--- src/rtl/rsm_pkg.sv ---
// Shared types, constants and decode helpers for the register stack machine core.
package rsm_pkg;

    localparam int MEM_DEPTH  = 1024;
    localparam int REG_COUNT  = 16;
    localparam int FILE_DEPTH = 256;
    localparam int MEM_AW     = $clog2(MEM_DEPTH);
    localparam int FILE_AW    = $clog2(FILE_DEPTH);
    localparam int REG_AW     = $clog2(REG_COUNT);
    localparam int OPCODE_MAX = 22;

    // Step operations.
    localparam logic [1:0] OPN_MEM_WR  = 2'd0;
    localparam logic [1:0] OPN_FILE_WR = 2'd1;
    localparam logic [1:0] OPN_EXEC    = 2'd2;
    localparam logic [1:0] OPN_RESTART = 2'd3;

    // Result status codes.
    localparam logic [1:0] ST_DONE   = 2'd0;
    localparam logic [1:0] ST_OUTPUT = 2'd1;
    localparam logic [1:0] ST_HALTED = 2'd2;
    localparam logic [1:0] ST_FAULT  = 2'd3;

    // Fault codes.
    localparam logic [2:0] F_NONE  = 3'd0;
    localparam logic [2:0] F_PC    = 3'd1;
    localparam logic [2:0] F_OPC   = 3'd2;
    localparam logic [2:0] F_STACK = 3'd3;
    localparam logic [2:0] F_FILE  = 3'd4;
    localparam logic [2:0] F_DADDR = 3'd5;
    localparam logic [2:0] F_REG   = 3'd6;

    // Run status.
    localparam logic [1:0] RUN_RUNNING = 2'd0;
    localparam logic [1:0] RUN_HALTED  = 2'd1;
    localparam logic [1:0] RUN_FAULTED = 2'd2;

    // Opcodes.
    localparam logic [4:0] OP_LOAD  = 5'd1;
    localparam logic [4:0] OP_STORE = 5'd2;
    localparam logic [4:0] OP_READ  = 5'd3;
    localparam logic [4:0] OP_WRITE = 5'd4;
    localparam logic [4:0] OP_COPY  = 5'd5;
    localparam logic [4:0] OP_NEG   = 5'd6;
    localparam logic [4:0] OP_SUB   = 5'd7;
    localparam logic [4:0] OP_ADD   = 5'd8;
    localparam logic [4:0] OP_AND   = 5'd9;
    localparam logic [4:0] OP_OR    = 5'd10;
    localparam logic [4:0] OP_XOR   = 5'd11;
    localparam logic [4:0] OP_NOT   = 5'd12;
    localparam logic [4:0] OP_JMP   = 5'd13;
    localparam logic [4:0] OP_JZ    = 5'd14;
    localparam logic [4:0] OP_JNZ   = 5'd15;
    localparam logic [4:0] OP_JN    = 5'd16;
    localparam logic [4:0] OP_JNN   = 5'd17;
    localparam logic [4:0] OP_PUSH  = 5'd18;
    localparam logic [4:0] OP_POP   = 5'd19;
    localparam logic [4:0] OP_CALL  = 5'd20;
    localparam logic [4:0] OP_RET   = 5'd21;
    localparam logic [4:0] OP_HALT  = 5'd22;

    typedef struct packed {
        logic [1:0]         operation;
        logic [9:0]         address;
        logic signed [31:0] value;
    } t_in;

    typedef struct packed {
        logic [1:0]         status;
        logic [2:0]         fault_code;
        logic signed [31:0] out_value;
        logic [9:0]         program_counter;
    } t_out;

    // Strobes from the controller, one per sequencer step except output.
    typedef struct packed {
        logic clear;
        logic accept;
        logic fetch;
        logic opc;
        logic opa;
        logic opb;
        logic exec;
    } t_cmd;

    typedef struct packed {
        logic clr_done;
        logic early_fault;
        logic running;
    } t_stat;

    // PC advance of an instruction: its word count, or zero for RET and HALT.
    function automatic logic [1:0] advance_of(input logic [4:0] op);
        logic [1:0] n;
        case (op)
            OP_LOAD, OP_STORE, OP_COPY, OP_SUB, OP_ADD, OP_AND, OP_OR,
            OP_XOR: n = 2'd3;
            OP_RET, OP_HALT: n = 2'd0;
            default: n = 2'd2;
        endcase
        return n;
    endfunction

endpackage

--- src/rtl/rsm_ctrl.sv ---
// Sequencer that steps the datapath through clearing, fetch, execute and output.
module rsm_ctrl
    import rsm_pkg::*;
(
    input  logic       i_clk,
    input  logic       i_rst_n,
    input  logic       i_in_valid,
    input  logic [1:0] i_op,
    input  logic       i_out_ready,
    input  t_stat      i_stat,
    output logic       o_in_ready,
    output logic       o_out_valid,
    output t_cmd       o_cmd
);
    localparam logic [2:0] S_CLEAR = 3'd0;
    localparam logic [2:0] S_IDLE  = 3'd1;
    localparam logic [2:0] S_FETCH = 3'd2;
    localparam logic [2:0] S_OPC   = 3'd3;
    localparam logic [2:0] S_OPA   = 3'd4;
    localparam logic [2:0] S_OPB   = 3'd5;
    localparam logic [2:0] S_EXEC  = 3'd6;
    localparam logic [2:0] S_OUT   = 3'd7;

    logic [2:0] r_state, n_state;
    logic       accept;

    assign o_in_ready  = (r_state == S_IDLE);
    assign o_out_valid = (r_state == S_OUT);
    assign accept      = o_in_ready && i_in_valid;

    always_comb begin
        o_cmd        = '0;
        o_cmd.clear  = (r_state == S_CLEAR);
        o_cmd.accept = accept;
        o_cmd.fetch  = (r_state == S_FETCH);
        o_cmd.opc    = (r_state == S_OPC);
        o_cmd.opa    = (r_state == S_OPA);
        o_cmd.opb    = (r_state == S_OPB);
        o_cmd.exec   = (r_state == S_EXEC);
    end

    always_comb begin
        n_state = r_state;
        case (r_state)
            S_CLEAR: begin
                if (i_stat.clr_done) n_state = S_IDLE;
            end
            S_IDLE: begin
                if (accept) begin
                    n_state = (i_op == OPN_EXEC && i_stat.running) ? S_FETCH : S_OUT;
                end
            end
            S_FETCH: n_state = S_OPC;
            S_OPC: begin
                n_state = i_stat.early_fault ? S_OUT : S_OPA;
            end
            S_OPA:  n_state = S_OPB;
            S_OPB:  n_state = S_EXEC;
            S_EXEC: n_state = S_OUT;
            S_OUT: begin
                if (i_out_ready) n_state = S_IDLE;
            end
            default: n_state = S_IDLE;
        endcase
    end

    always_ff @(posedge i_clk) begin
        if (!i_rst_n) begin
            r_state <= S_CLEAR;
        end else begin
            r_state <= n_state;
        end
    end

    a_one_side: assert property (@(posedge i_clk) disable iff (!i_rst_n)
        !(o_in_ready && o_out_valid)) else $error("ready and valid together");
    a_accept_busy: assert property (@(posedge i_clk) disable iff (!i_rst_n)
        accept |=> !o_in_ready) else $error("ready right after accept");
    a_out_drop: assert property (@(posedge i_clk) disable iff (!i_rst_n)
        (o_out_valid && i_out_ready) |=> !o_out_valid) else $error("result repeated");
    a_exec_out: assert property (@(posedge i_clk) disable iff (!i_rst_n)
        (r_state == S_EXEC) |=> o_out_valid) else $error("execute without result");
endmodule

--- config.mk ---
export PLATFORM = sky130hd
export DESIGN_NAME = rsm_ctrl
export DESIGN_NICKNAME = d
export VERILOG_FILES = /design/src/rtl/rsm_pkg.sv /design/src/rtl/rsm_ctrl.sv
export SDC_FILE = /design/constraint.sdc
export NUM_CORES = 1
export LEC_CHECK = 0
export BUFFER_PORTS_ARGS = -buffer_cell sky130_fd_sc_hd__buf_2
export CAP_MARGIN = 20
export CORE_AREA = 2 2 39 41
export CTS_CLUSTER_SIZE = 30
export DETAILED_ROUTE_END_ITERATION = 10
export DIE_AREA = 0 0 41 43
export HOLD_SLACK_MARGIN = 0.15
export PLACE_DENSITY_LB_ADDON = 0.12
export SYNTH_ARGS = -nofsm -noshare
export SYNTH_HDL_FRONTEND = slang
export SYNTH_SLANG_ARGS = --single-unit
--- constraint.sdc ---
create_clock -name i_clk -period 2.35 [get_ports i_clk]
set_clock_uncertainty 0.1 [all_clocks]
set_input_delay 0.3525 -clock i_clk [delete_from_list [all_inputs] [get_ports i_clk]]
set_output_delay 0.3525 -clock i_clk [all_outputs]
set_load 0.01 [all_outputs]
==> impl_results.md <==
* Max Cap Viol at 0
* VDD IR max at around 0.2 mV
* Net count after synthesis at 43
* Layout cells sized above 1 at 46.2%
* Pwr per Cell Area at 774 nW/um2
* Area Overhead vs Synth at 42.9%
* Core Footprint at around 1400 um2
* Flops & latches, synth at 3
* Post-CTS Setup Bufs at 0
* Number of global-route vias before repair at between 200 and 300
* Biggest regs: r_state: 3 flops
* CTS Buf Count at 3
* CTS Hold Bufs at 0
* Total die area at roughly 1800 um2
* Io pins at 18
* Commonest cells post-synth: nor3_1, nor2_1, buf_4, dfxtp_1, nand2_1
* Min-Delay Path Class: input pin to flip-flop
* PortBufs at 17
* Reg clk slew, reported paths at ~0.040 ns
* Post-synth top area share at around a quarter
* Post-synth cell types at 19
* Syn Std Cell Area at ~250 um2
* Initial Utilization at between 10% and 20%
* Count leader, synth: nor3_1
* Post-Synth XOR/XNOR Area at 0%
* Post-detailed-route via-to-cell ratio at between 4 and 5
* Final #Nets at between 60 and 70
* Post-DR wirelength/cell at about 11 um
* CP startpoint kind: flip-flop
* Resize count post-CTS at 0
* FILL cells at approximately 160
* Combinational family with the most area after synthesis: simple AND/OR/NAND/NOR gates
* Drt drc at 0
* Mux cell area share after synthesis at 0%
* Post-synth EDFFs at 0
* Fmax at between 500 and 600 MHz
* Synth area leaders: dfxtp_1, nor3_1, buf_4
* Die width at ~41 um
* Leading area contributor after synthesis: dfxtp_1
* Crit-path max FO at 12
* Routed via count at 299
* PnR worst setup slack at around 0.55 ns
* Unrepaired setup endpoints after global routing: false
* Initial antenna violation count at 0
* Max stage delay cell, worst path: dfxtp_1
* Fraction of the yosys area taken by sequential cells at 23.6%
* Num rows at 14
* Clock tree from TritonCTS: done
* Global-route usage over all layers at under 10%
* Crit. End Element: primary output
* DRT iter0 DRCs at 3
* Post-Place Worst Slack at 0.834 ns
* Setup TNS at 0 ns
* Max reg flops at 3
* Placed wire-length estimate at 570 um
* CP Class: flip-flop to primary output
* Total gr overflow at 0
* Crit path required time at ~1.9 ns
* Compound-Gate Fraction of Synth Area at around 29%
* Crit share post-route at 76.6%
* Simple-gate area share of the yosys netlist at between 30% and 40%
* Largest net degree at the start of global routing at 13
* CTS root buf: clkbuf_4
* Synthesis Warnings at 0
* Tmin final at 1.80 ns
* Critical-path cell list: inv_1 > nor3_1 > buf_2
* Sink Count at 3
* Mean Syn Cell Area at about 7.5 um2
* Final WL at about 740 um
* Synth Area in Adders at 0%
* Largest register by flop count: r_state
* Final setup violation count at 0
* Ys async rst share at 0%
* Final Wtd Congestion at 0.587
* Ys flop type: dfxtp_1
* Final Max Slew Viols at 0
* Critical Path AT at about 1.4 ns
* Clk_lat worst skew at between 0.2 and 0.25 ns
* Syn Inst Count at 34
* Slew at the pin closest to its max-slew limit at about 0.44 ns
* Final ANT Viol Nets at 0
* Max_slew headroom at a little over two thirds
* H-tree Lvls at 1
* Total inserted antenna cells at 0
* Final Hold Viols at 0
* LEAKAGE at around 0.18 nW
* First-pass GRT wire length at ~1100 um
* Maximum buffer depth of the clock tree at 2
* Die H at roughly 43 um
* First-pass DRT Iterations at 2
* Status: completed
* Peak per-stage delay on the critical path at a little under 0.6 ns
-- logic make-up (layout without fill, tap and decap cells) --
kind of cell,after synthesis,after routing
DFF,3,3
buffers and inverters,6,24
and+or+nand+nor,17,17
AOI/OAI and AO/OA,8,8
-- critical path, delay by kind of cell, from the launching register on --
kind                   cells  cell delay, ns
flip-flops                 1            0.58
buffers and inverters      2            0.33
AND/OR/NAND/NOR            1            0.20
-- area by class of cell --
type | count | area [um2] | area share (%)
multi-input combinational | 25 | 160 | 44.1
timing repair buffer | 17 | 85.1 | 23.4
sequential | 3 | 60.1 | 16.6
clock buffer | 4 | 26.3 | 7.24
tap | 16 | 20.0 | 5.52
inverter | 3 | 11.3 | 3.10
-- layer usage --
metal	share of wire [%]	global-route usage, %
met3	8.5	6.28
met4	1.1	6.00
met2	45	13.8
met5	0	0
met1	45	10.3
-- cells in the final DEF (no fill, tap or decap), drive strengths merged --
cell	Yosys	final
o41ai	1	1
o311ai	1	1
clkbuf	0	4
o21ai	2	2
o311a	1	1
a21oi	1	1
buf	3	17
nor2	4	4
nor3b	1	1
inv	3	3
o31ai	1	1
a221oi	1	1
nor3	7	7
and2	1	1
dfxtp	3	3
nand3b	1	1
nand2	3	3
-- path summary, 6_finish.rpt --
path / startpoint / slack [ns] / endpoint / cells past startpoint
max: r_state[2]$_SDFFE_PN0P_ / 0.55 / o_cmd[2] / 3
min: i_out_ready / 0.23 / r_state[2]$_SDFFE_PN0P_ / 2
max reg2reg: r_state[1]$_SDFFE_PN0P_ / 1.03 / r_state[0]$_SDFFE_PN0P_ / 3
min reg2reg: r_state[0]$_SDFFE_PN0P_ / 0.49 / r_state[0]$_SDFFE_PN0P_ / 2
-- power by group --
| group | internal [mW] | leakage (nW) | switching, mW |
|---|---|---|---|
| clock | 0.0636 | 0.0150 | 0.0270 |
| combinational | 0.0458 | 0.136 | 0.0550 |
| sequential | 0.0617 | 0.0248 | 0.0278 |
-- stage by stage --
stage	instances	util (%)	cell area, um2	total power, mW	hold slack [ns]
floorplan	34	-	254	0.160	0.338
global placement	64	24.3	337	0.195	0.469
detailed placement	64	24.3	337	0.192	0.473
CTS	68	26.2	363	0.287	0.223
global route	68	26.2	363	0.305	0.230
finish	68	26.2	363	0.281	0.226
(Power assumes the default switching activity.)
